[src/hw/rtl/spimb_pkg.sv]
`timescale 1ns / 1ps

package spimb_pkg;

    // Default shift word width
    localparam int WORD_BITS_DEF = 8;

    // Input actions (s_tuser)
    typedef enum logic [1:0] {
        ACT_TICK     = 2'd0,
        ACT_START    = 2'd1,
        ACT_SELECT   = 2'd2,
        ACT_DESELECT = 2'd3
    } action_t;

    // Register indexes (paddr[4:2])
    localparam logic [2:0] REG_SPI_MODE       = 3'd0;
    localparam logic [2:0] REG_LSB_FIRST      = 3'd1;
    localparam logic [2:0] REG_PHASE_WAIT     = 3'd2;
    localparam logic [2:0] REG_CS_ACTIVE_HIGH = 3'd3;
    localparam logic [2:0] REG_CS_PRESENT     = 3'd4;

    // Phases of one bit
    typedef enum logic [1:0] {
        PH_SETUP  = 2'd0,
        PH_ACTIVE = 2'd1,
        PH_HOLD   = 2'd2
    } phase_t;

    typedef struct packed {
        logic [1:0] spi_mode;
        logic       lsb_first;
        logic [7:0] phase_wait;
        logic       cs_active_high;
        logic       cs_present;
    } cfg_t;

    // Result fields, packed into m_tdata from the highest bit down
    typedef struct packed {
        logic       busy_res;
        logic       done_res;
        logic [7:0] rx_byte;
        logic       cs_pin;
        logic       mosi;
        logic       sck;
    } result_t;

    // Bit positions in m_tdata
    localparam int OUT_MOSI_BIT = 1;
    localparam int OUT_DONE_BIT = 11;
    localparam int OUT_BUSY_BIT = 12;

endpackage

[src/hw/rtl/spimb_cfg_regs.sv]
`timescale 1ns / 1ps

module spimb_cfg_regs (
    input  logic             aclk,
    input  logic             aresetn,
    input  logic             psel,
    input  logic             penable,
    input  logic             pwrite,
    input  logic [4:0]       paddr,
    input  logic [31:0]      pwdata,
    output logic [31:0]      prdata,
    output spimb_pkg::cfg_t  cfg
);
    import spimb_pkg::*;

    logic [1:0] spi_mode_reg;
    logic       lsb_first_reg;
    logic [7:0] phase_wait_reg;
    logic       cs_active_high_reg;
    logic       cs_present_reg;
    logic       wr_en;
    logic [2:0] reg_idx;

    assign wr_en   = psel & penable & pwrite;
    assign reg_idx = paddr[4:2];

    always_ff @(posedge aclk) begin
        if (!aresetn) begin
            spi_mode_reg       <= 2'd0;
            lsb_first_reg      <= 1'b0;
            phase_wait_reg     <= 8'd0;
            cs_active_high_reg <= 1'b0;
            cs_present_reg     <= 1'b1;
        end else if (wr_en) begin
            case (reg_idx)
                REG_SPI_MODE:       spi_mode_reg       <= pwdata[1:0];
                REG_LSB_FIRST:      lsb_first_reg      <= pwdata[0];
                REG_PHASE_WAIT:     phase_wait_reg     <= pwdata[7:0];
                REG_CS_ACTIVE_HIGH: cs_active_high_reg <= pwdata[0];
                REG_CS_PRESENT:     cs_present_reg     <= pwdata[0];
                default: ;
            endcase
        end
    end

    always_comb begin
        case (reg_idx)
            REG_SPI_MODE:       prdata = {30'd0, spi_mode_reg};
            REG_LSB_FIRST:      prdata = {31'd0, lsb_first_reg};
            REG_PHASE_WAIT:     prdata = {24'd0, phase_wait_reg};
            REG_CS_ACTIVE_HIGH: prdata = {31'd0, cs_active_high_reg};
            REG_CS_PRESENT:     prdata = {31'd0, cs_present_reg};
            default:            prdata = 32'd0;
        endcase
    end

    assign cfg = '{spi_mode:       spi_mode_reg,
                   lsb_first:      lsb_first_reg,
                   phase_wait:     phase_wait_reg,
                   cs_active_high: cs_active_high_reg,
                   cs_present:     cs_present_reg};

endmodule

[src/hw/rtl/spimb_shifter.sv]
`timescale 1ns / 1ps

module spimb_shifter #(
    parameter int WORD_BITS = spimb_pkg::WORD_BITS_DEF
) (
    input  logic                 aclk,
    input  logic                 aresetn,
    input  logic                 step_en,
    input  spimb_pkg::cfg_t      cfg,
    input  spimb_pkg::action_t   action,
    input  logic [7:0]           tx_byte,
    input  logic                 miso,
    output spimb_pkg::result_t   result
);
    import spimb_pkg::*;

    localparam int CW = $clog2(WORD_BITS);

    logic                 active_reg, active_next;
    phase_t               phase_reg, phase_next;
    logic [CW-1:0]        count_reg, count_next;
    logic [7:0]           wait_reg, wait_next;
    logic [WORD_BITS-1:0] out_reg, out_next;
    logic [WORD_BITS-1:0] in_reg, in_next;
    logic                 sel_reg, sel_next;
    logic                 shown, done;
    logic                 cpol, cpha, at_end, sample;

    assign cpol = cfg.spi_mode[1];
    assign cpha = cfg.spi_mode[0];

    // Next-state logic for one tick
    always_comb begin
        active_next = active_reg;
        phase_next  = phase_reg;
        count_next  = count_reg;
        wait_next   = wait_reg;
        out_next    = out_reg;
        in_next     = in_reg;
        sel_next    = sel_reg;
        shown       = 1'b0;
        done        = 1'b0;
        at_end      = 1'b0;
        sample      = 1'b0;
        if (active_reg) begin
            shown = 1'b1;
            if (wait_reg < cfg.phase_wait) begin
                wait_next = wait_reg + 8'd1;
            end else begin
                wait_next = 8'd0;
                case (phase_reg)
                    PH_SETUP:  phase_next = PH_ACTIVE;
                    PH_ACTIVE: phase_next = PH_HOLD;
                    default: begin
                        phase_next = PH_SETUP;
                        count_next = count_reg + CW'(1);
                        out_next   = cfg.lsb_first ? (out_reg >> 1) : (out_reg << 1);
                    end
                endcase
            end
            at_end = (wait_next >= cfg.phase_wait);
            sample = at_end && (((phase_next == PH_ACTIVE) && !cpha) ||
                                ((phase_next == PH_HOLD) && cpha));
            if (sample) begin
                in_next = cfg.lsb_first ? {miso, in_reg[WORD_BITS-1:1]}
                                        : {in_reg[WORD_BITS-2:0], miso};
            end
            if (at_end && (phase_next == PH_HOLD) &&
                (count_next >= CW'(WORD_BITS - 1))) begin
                done        = 1'b1;
                active_next = 1'b0;
            end
        end else begin
            case (action)
                ACT_START: begin
                    active_next = 1'b1;
                    phase_next  = PH_SETUP;
                    count_next  = '0;
                    wait_next   = 8'd0;
                    out_next    = WORD_BITS'(tx_byte);
                    in_next     = '0;
                    shown       = 1'b1;
                end
                ACT_SELECT:   sel_next = 1'b1;
                ACT_DESELECT: sel_next = 1'b0;
                default: ;
            endcase
        end
    end

    // Pin levels and flags after the tick
    always_comb begin
        result.sck      = cpol ^ (shown && (phase_next == PH_ACTIVE));
        result.mosi     = shown && (cfg.lsb_first ? out_next[0] : out_next[WORD_BITS-1]);
        result.cs_pin   = cfg.cs_present && (sel_next ? cfg.cs_active_high
                                                      : !cfg.cs_active_high);
        result.rx_byte  = done ? 8'(in_next) : 8'd0;
        result.done_res = done;
        result.busy_res = active_next;
    end

    always_ff @(posedge aclk) begin
        if (!aresetn) begin
            active_reg <= 1'b0;
            phase_reg  <= PH_SETUP;
            count_reg  <= '0;
            wait_reg   <= 8'd0;
            out_reg    <= '0;
            in_reg     <= '0;
            sel_reg    <= 1'b0;
        end else if (step_en) begin
            active_reg <= active_next;
            phase_reg  <= phase_next;
            count_reg  <= count_next;
            wait_reg   <= wait_next;
            out_reg    <= out_next;
            in_reg     <= in_next;
            sel_reg    <= sel_next;
        end
    end

endmodule

[src/hw/rtl/spi_master_bit_shifter.sv]
`timescale 1ns / 1ps

// Channel  | Ports                         | Payload
// ---------+-------------------------------+---------------------------------------------
// input    | s_tvalid s_tready s_tdata/user| tuser: action; tdata: tx_byte, miso
// result   | m_tvalid m_tready m_tdata     | sck, mosi, cs_pin, rx_byte, done_res, busy_res
// config   | psel penable pwrite paddr ... | spi_mode, lsb_first, phase_wait, cs_*
//
// One tick per cycle while the result channel is not stalled: a transfer lands in
// the input register, and its result is loaded into the output register that drives
// m_tdata. The serial state advances only when the input register hands its tick on;
// a stalled result holds both registers, and s_tready stays high while the result
// register drains. Reset (aresetn low, synchronous) clears all valid flags and
// serial state; chip select comes out of reset released.
module spi_master_bit_shifter #(
    parameter int WORD_BITS = spimb_pkg::WORD_BITS_DEF
) (
    input  logic        aclk,
    input  logic        aresetn,
    // input channel
    input  logic        s_tvalid,
    output logic        s_tready,
    input  logic [15:0] s_tdata,   // [7:0] tx_byte, [8] miso, [15:9] zero
    input  logic [1:0]  s_tuser,   // [1:0] action
    // result channel
    output logic        m_tvalid,
    input  logic        m_tready,
    output logic [15:0] m_tdata,   // [0] sck, [1] mosi, [2] cs_pin, [10:3] rx_byte,
                                   // [11] done_res, [12] busy_res, [15:13] zero
    // configuration
    input  logic        psel,
    input  logic        penable,
    input  logic        pwrite,
    input  logic [4:0]  paddr,
    input  logic [31:0] pwdata,
    output logic [31:0] prdata,
    output logic        pready
);
    import spimb_pkg::*;

    cfg_t       cfg;
    result_t    result;

    logic       in_valid_reg;
    action_t    in_action_reg;
    logic [7:0] in_tx_reg;
    logic       in_miso_reg;
    logic       out_valid_reg;
    logic [15:0] out_data_reg;
    logic       advance;

    assign pready = 1'b1;

    // Hand a tick on when the result register is empty or being drained
    assign advance  = in_valid_reg && (!out_valid_reg || m_tready);
    assign s_tready = !in_valid_reg || advance;

    always_ff @(posedge aclk) begin
        if (!aresetn) begin
            in_valid_reg <= 1'b0;
        end else if (s_tready) begin
            in_valid_reg <= s_tvalid;
        end
    end

    // Payload: capture on every accepted transfer
    always_ff @(posedge aclk) begin
        if (s_tvalid && s_tready) begin
            in_action_reg <= action_t'(s_tuser);
            in_tx_reg     <= s_tdata[7:0];
            in_miso_reg   <= s_tdata[8];
        end
    end

    spimb_cfg_regs u_cfg (
        .aclk    (aclk),
        .aresetn (aresetn),
        .psel    (psel),
        .penable (penable),
        .pwrite  (pwrite),
        .paddr   (paddr),
        .pwdata  (pwdata),
        .prdata  (prdata),
        .cfg     (cfg)
    );

    spimb_shifter #(
        .WORD_BITS (WORD_BITS)
    ) u_shifter (
        .aclk    (aclk),
        .aresetn (aresetn),
        .step_en (advance),
        .cfg     (cfg),
        .action  (in_action_reg),
        .tx_byte (in_tx_reg),
        .miso    (in_miso_reg),
        .result  (result)
    );

    // Result register: load on advance, drop valid once drained
    always_ff @(posedge aclk) begin
        if (!aresetn) begin
            out_valid_reg <= 1'b0;
        end else if (advance) begin
            out_valid_reg <= 1'b1;
        end else if (m_tready) begin
            out_valid_reg <= 1'b0;
        end
    end

    always_ff @(posedge aclk) begin
        if (advance) begin
            out_data_reg <= {3'd0, result};
        end
    end

    assign m_tvalid = out_valid_reg;
    assign m_tdata  = out_data_reg;

endmodule

[config.mk]
export PLATFORM = sky130hd
export DESIGN_NAME = spi_master_bit_shifter
export DESIGN_NICKNAME = d
export VERILOG_FILES = /design/src/hw/rtl/spimb_pkg.sv /design/src/hw/rtl/spimb_cfg_regs.sv /design/src/hw/rtl/spimb_shifter.sv /design/src/hw/rtl/spi_master_bit_shifter.sv
export SDC_FILE = /design/constraint.sdc
export NUM_CORES = 1
export LEC_CHECK = 0
export ABC_AREA = 1
export BUFFER_PORTS_ARGS = -buffer_cell sky130_fd_sc_hd__clkbuf_2
export CORE_MARGIN = 3
export CORE_UTILIZATION = 40
export DETAILED_ROUTE_END_ITERATION = 6
export GPL_TIMING_DRIVEN = 0
export PLACE_DENSITY = 0.61
export SYNTH_ARGS = -nofsm -noshare
export SYNTH_HDL_FRONTEND = slang
export SYNTH_SLANG_ARGS = --single-unit
[constraint.sdc]
create_clock -name aclk -period 4.2 [get_ports aclk]
set_clock_uncertainty 0.05 [all_clocks]
set_input_delay 0.42 -clock aclk [delete_from_list [all_inputs] [get_ports aclk]]
set_output_delay 0.42 -clock aclk [all_outputs]
set_load 0.1 [all_outputs]
==> reports/metrics.yaml, run 1 <==
synth_area_um2: 4018
clkSlewWorstSetupHoldPaths_ns: 0.09
maxSlewHeadroom_pct: 51.29
outcome: "finished, final reports clean"
clkPwrFrac_pct: 35.3
synth_top_family_by_area: "simple AND/OR/NAND/NOR gates"
dieArea_um2: 11280
synth_xor_area_share_pct: 1.308
htreeDepth: 3
rows: 35
ios: 113
antenna_found_initial: 0
p_per_area_nw_per_um2: 363.8
setup_violations: 0
die_h_um: 106.2
mostFrequentLayoutCell: "nand2_1"
dr.pass1.iters: 5
clock_path_buffers: 2
largest_reg_flops: 13
initial_utilization_pct: 42.28
startpoint_type: "register"
critPathMaxFanout: 10
final_core_util_pct: 50.02
grt_overflow: 0
place.gp.congestion: 0.8832
wl_per_cell_um: 12.24
drive_gt1_share_pct: 19.36
hold_viol_final: 0
nFillCells: 952
vias: 3655
syn_inst: 532
area_growth_pct: 18.31
grt_pass1_vias: 3457
cts-root-buf: "clkbuf_8"
grt_pass1_wl_mm: 15.77
hpwl_mm: 7.001
clock-sinks: 70
power_switching_uw: 581.0
fin_cells: 754
grt_max_degree: 23
synthMuxAreaShare_pct: 0
cts_buffers: 9
clk_latency_ns: 0.35
tightest_slew_ns: 0.7280
rsz0062_at_grt: "no"
required_ns: 4.27
p_comb_share_pct: 22.0
synth_compound_area_share_pct: 15.60
grt.total_usage_pct: 17.11
cp-end-kind: "register"
dp_cells: 738
syn_area_per_cell_um2: 7.552
synthSimpleGateAreaFrac_pct: 22.89
p_total_mw: 1.729
diodes: 0
placed_area_um2: 4532
post-route-period-util_pct: 85.54
ant_nets: 0
wirelength_mm: 9.230
vias_per_cell: 4.847
hold_class: "in -> reg"
nets: 699
ys_types: 33
pwr-share-seq_pct: 42.7
drv_cap: 0
cell_internal_pwr_mw: 1.148
cts_resized: 0
cts_tree: "done"
critPathArrivalTime_ns: 3.67
die_width_um: 106.2
layout_common_cells: "98 x nand2_1, 69 x inv_1, 60 x a21oi_1"
postCtsSetupBuffers: 0
setup_tns_ns: 0
synth_seq_cells: 70
slew_viol_final: 0
postLayoutCellArea_um2: 4753
p_sw_share_pct: 33.59
path_class: "reg -> reg"
ys_seq_area_share_pct: 40.86
power_leakage_nw: 2.064
cts.hold.buffers_added: 0
yosysWarnings: 0
fmax_mhz: 278.3
vdd_drop_max_mv: 0.2026
core_um2: 9503
portBuffers: 51
finalCriticalPeriod_ns: 3.593
drt_iter0_drc: 167
synthAdderAreaFrac_pct: 5.294
drc: 0
routing by layer:
metal | GRT usage [%] | vias to the layer above | share of wire [%] | wire (um)
li1 | - | 1887 | - | -
met2 | 27.65 | 118 | 45 | 4112
met1 | 22.50 | 1637 | 48 | 4400
met4 | 5.088 | 0 | 1.2 | 112
met3 | 4.432 | 13 | 6.6 | 605
met5 | 0 | - | 0 | 0
worst max-delay path, cell delays in order, from the launching register on:
cell       delay, ns
dfxtp_1         0.31
inv_1           0.07
ha_1            0.31
a21oi_1         0.14
nor2_1          0.08
nor3_4          0.23
nand2_2         0.13
buf_6           0.16
inv_1           0.10
o21ai_0         0.09
a21oi_1         0.22
ha_1            0.19
a21oi_1         0.07
o2111ai_2       0.50
nand3_1         0.18
nor2_2          0.19
nand2_2         0.17
nand2_2         0.12
inv_1           0.04
final timing paths:
path	startpoint	slack [ns]	cells after the start	end
max	u_cfg.phase_wait_reg[5]	0.61	18	m_tdata[12]
min	s_tdata[2]	0.19	1	in_tx_reg[2]
min reg2reg	u_shifter.out_reg[5]	0.43	2	u_shifter.out_reg[5]
max reg2reg	u_cfg.phase_wait_reg[5]	0.61	18	m_tdata[12]
layout make-up:
| class | count | area [um2] | share of cell area (%) |
|---|---|---|---|
| inverter | 72 | 270.3 | 5.686 |
| sequential | 70 | 1642 | 34.54 |
| tap | 129 | 161.4 | 3.396 |
| multi-input combinational | 372 | 1917 | 40.33 |
| clock inverter | 6 | 93.84 | 1.974 |
| buffer | 44 | 286.5 | 6.028 |
| clock buffer | 10 | 127.6 | 2.685 |
| timing repair buffer | 51 | 255.2 | 5.370 |
metrics by stage:
| stage | hold WS [ns] | setup WS [ns] |
|---|---|---|
| after floorplan | 0.3901 | 0.9600 |
| after global placement | 0.4081 | 0.6564 |
| after detailed placement | 0.4202 | 0.6249 |
| after CTS | 0.1840 | 0.6122 |
| after global routing | 0.1639 | 0.2958 |
| final | 0.1941 | 0.6073 |
power by group through the flow:
stage / combinational [mW] / sequential, mW / clock [mW]
after global placement: 0.373 / 0.753 / 0
after detailed placement: 0.378 / 0.754 / 0
final: 0.380 / 0.739 / 0.611
after global routing: 0.413 / 0.742 / 0.658
after CTS: 0.379 / 0.739 / 0.621
after floorplan: 0.275 / 0.796 / 0
cells by family (layout without fill, tap and decap cells):
family | after synthesis | after routing
AO/OA/AOI/OAI | 120 | 120
XOR/XNOR | 6 | 6
adder cells (fa/ha/maj) | 17 | 17
buffers and inverters | 116 | 183
flip-flops | 70 | 70
other | 2 | 28
AND/OR/NAND/NOR | 201 | 201
cells in the mapped netlist, drive strengths merged:
| library cell | instances | share of area (%) |
|---|---|---|
| o2111ai | 1 | 0.37 |
| o221ai | 1 | 0.22 |
| nand4 | 7 | 1.1 |
| o311a | 1 | 0.25 |
| clkinv | 2 | 0.19 |
| a21oi | 60 | 7.5 |
| nand3 | 46 | 6.5 |
| o22ai | 2 | 0.31 |
| o21ai | 53 | 6.6 |
| clkbuf | 10 | 0.93 |
| nor2 | 33 | 3.2 |
| o211ai | 1 | 0.19 |
| conb | 2 | 0.19 |
| nor3 | 7 | 1.2 |
| edfxtp | 24 | 18 |
| a211oi | 1 | 0.19 |
| inv | 70 | 6.5 |
| ha | 17 | 5.3 |
| nand2 | 107 | 11 |
| buf | 34 | 6.2 |
| xnor2 | 3 | 0.65 |
| dfxtp | 46 | 23 |
| xor2 | 3 | 0.65 |
| or2 | 1 | 0.16 |
Power figures use the tool's default switching activity.
==> run 2, diff against run 1 <==
--- a/config.mk
+++ b/config.mk
@@ -12,5 +12,5 @@
 export DETAILED_ROUTE_END_ITERATION = 6
 export GPL_TIMING_DRIVEN = 0
-export PLACE_DENSITY = 0.61
+export PLACE_DENSITY = 0.75
 export SYNTH_ARGS = -nofsm -noshare
 export SYNTH_HDL_FRONTEND = slang
--- a/constraint.sdc
+++ b/constraint.sdc
@@ -3,3 +3,3 @@
 set_input_delay 0.42 -clock aclk [delete_from_list [all_inputs] [get_ports aclk]]
 set_output_delay 0.42 -clock aclk [all_outputs]
-set_load 0.1 [all_outputs]
+set_load 0.005 [all_outputs]
==> run 2 against run 1 <==
Effect of this change:
- clock-buffer cell count did not move
- non-clock buffer count stayed put
- core utilization shrank 0.25 points
- cell count stayed put
==> reports/metrics.yaml, run 2 (synthesis results as in run 1) <==
outcome: "finished, final reports clean"  # unchanged
p_total_mw: 1.525  # was 1.729 mW
grt-busiest-layer: "met2"  # unchanged
layout_common_cells: "98 x nand2_1, 69 x inv_1, 60 x a21oi_1"  # unchanged
post-route-period-util_pct: 86.67  # was 85.54%
met3_usage_pct: 1.882  # was 4.432%
crit_buf_inv: 4  # unchanged
rows: 35  # unchanged
grt_pass1_vias: 3339  # was 3,457
cp-end-kind: "register"  # unchanged
area_growth_pct: 17.72  # was 18.31%
dieArea_um2: 11280  # unchanged
grt_max_degree: 23  # unchanged
dp_cells: 738  # unchanged
path_cells: "inv_1 -> ha_1 -> a21oi_1 -> nor2_1 -> nor3_4 -> nand2_2 -> buf_6 -> inv_1 -> o21ai_0 -> a21oi_1 -> ha_1 -> a21oi_1 -> o2111ai_2 -> nand3_1 -> nor2_2 -> nand2_2 -> nand2_2 -> inv_1"  # unchanged
critPathMaxFanout: 10  # unchanged
hold_viol_final: 0  # unchanged
power_leakage_nw: 2.046  # was 2.064 nW
cts_resized: 0  # unchanged
nets: 699  # unchanged
drc: 0  # unchanged
cts-root-buf: "clkbuf_8"  # unchanged
hpwl_mm: 6.941  # was 7.001 mm
die_h_um: 106.2  # unchanged
fmax_mhz: 274.7  # was 278.3 MHz
ant_nets: 0  # unchanged
required_ns: 4.28  # was 4.27 ns
postLayoutCellArea_um2: 4730  # was 4753 um2
clock_path_buffers: 2  # unchanged
clkSlewWorstSetupHoldPaths_ns: 0.09  # about the same
crit_slowest_cell: "o2111ai_2"  # unchanged
cts.hold.buffers_added: 0  # unchanged
core_um2: 9503  # unchanged
postCtsSetupBuffers: 0  # unchanged
portBuffers: 51  # unchanged
slew_viol_final: 0  # unchanged
drive_gt1_share_pct: 19.36  # unchanged
tightest_slew_ns: 0.6971  # was 0.7280 ns
hold_class: "in -> reg"  # unchanged
path_class: "reg -> reg"  # unchanged
setup_violations: 0  # unchanged
ios: 113  # unchanged
placed_area_um2: 4532  # unchanged
p_per_area_nw_per_um2: 322.4  # was 363.8 nW/um2
vias_per_cell: 4.905  # was 4.847
vias: 3698  # was 3,655
wirelength_mm: 9.314  # was 9.230 mm
max_stage_delay_ns: 0.51  # was 0.50 ns
rsz0062_at_grt: "no"  # unchanged
die_width_um: 106.2  # unchanged
grtUsageMet2_pct: 27.92  # was 27.65%
grt_overflow: 0  # unchanged
initial_utilization_pct: 42.28  # unchanged
clock-sinks: 70  # unchanged
cts_buffers: 9  # unchanged
mostFrequentLayoutCell: "nand2_1"  # unchanged
largest_reg_flops: 13  # unchanged
diodes: 0  # unchanged
antenna_found_initial: 0  # unchanged
htreeDepth: 3  # unchanged
setup_tns_ns: 0  # unchanged
wl_per_cell_um: 12.35  # was 12.24 um
crit_family: "simple AND/OR/NAND/NOR gates"  # unchanged
met1_usage_pct: 21.37  # was 22.50%
grt.total_usage_pct: 16.59  # was 17.11%
vdd_drop_max_mv: 0.2151  # was 0.2026 mV
clk_latency_ns: 0.36  # was 0.35 ns
place.gp.congestion: 0.8878  # was 0.8832
drv_cap: 0  # unchanged
drt_iter0_drc: 261  # was 167
critPathArrivalTime_ns: 3.72  # was 3.67 ns
startpoint_type: "register"  # unchanged
fin_cells: 754  # unchanged
dr.pass1.iters: 5  # unchanged
grt_pass1_wl_mm: 15.37  # was 15.77 mm
finalCriticalPeriod_ns: 3.640  # was 3.593 ns
cts_tree: "done"  # unchanged
holdWs_ns: 0.1886  # was 0.1941 ns
maxSlewHeadroom_pct: 53.36  # was 51.29%
-- run 2: area by class of cell --
cell class              count  area [um2]
clock inverters             6       70.07
well taps                 129       161.4
inverters                  72       270.3
plain buffers              44       286.5
clock buffers              10       127.6
fillers                   923        4773
flip-flops and latches     70        1642
repair buffers             51       255.2
multi-input cells         372        1917
-- run 2: power by group --
group          internal [mW]  leakage [nW]  switching (mW)
clock                  0.277        0.0891           0.279
sequential             0.726         0.604          0.0130
combinational         0.0823          1.35           0.148
-- run 2: path summary, 6_finish.rpt --
kind | start | to | slack, ns | cells past startpoint
max | u_cfg.phase_wait_reg[5] | m_tdata[12] | 0.56 | 18
min | s_tdata[7] | in_tx_reg[7] | 0.19 | 1
max reg2reg | u_cfg.phase_wait_reg[5] | m_tdata[12] | 0.56 | 18
min reg2reg | u_shifter.out_reg[4] | u_shifter.out_reg[4] | 0.43 | 2
-- run 2: through the flow --
stage                     utilization (%)  setup slack [ns]
after floorplan                         -             1.214
after global routing                49.77            0.2695
after CTS                           49.77            0.5424
final                               49.77            0.5598
after global placement              47.69            0.6739
after detailed placement            47.69            0.5505
-- run 2: layer usage --
layer  vias to the layer above  routed length (um)
met3                        15                 631
li1                       1885                   -
met5                         -                   0
met4                         0                 163
met1                      1654                4126
met2                       144                4392
-- run 2: worst reg2reg max path: cells and delay by family, from the launching register on --
| family | cells | cell delay (ns) |
|---|---|---|
| and+or+nand+nor | 7 | 1.13 |
| AOI/OAI and AO/OA | 5 | 1.04 |
| adders and majority gates | 2 | 0.51 |
| buffers and inverters | 4 | 0.40 |
| DFF | 1 | 0.31 |
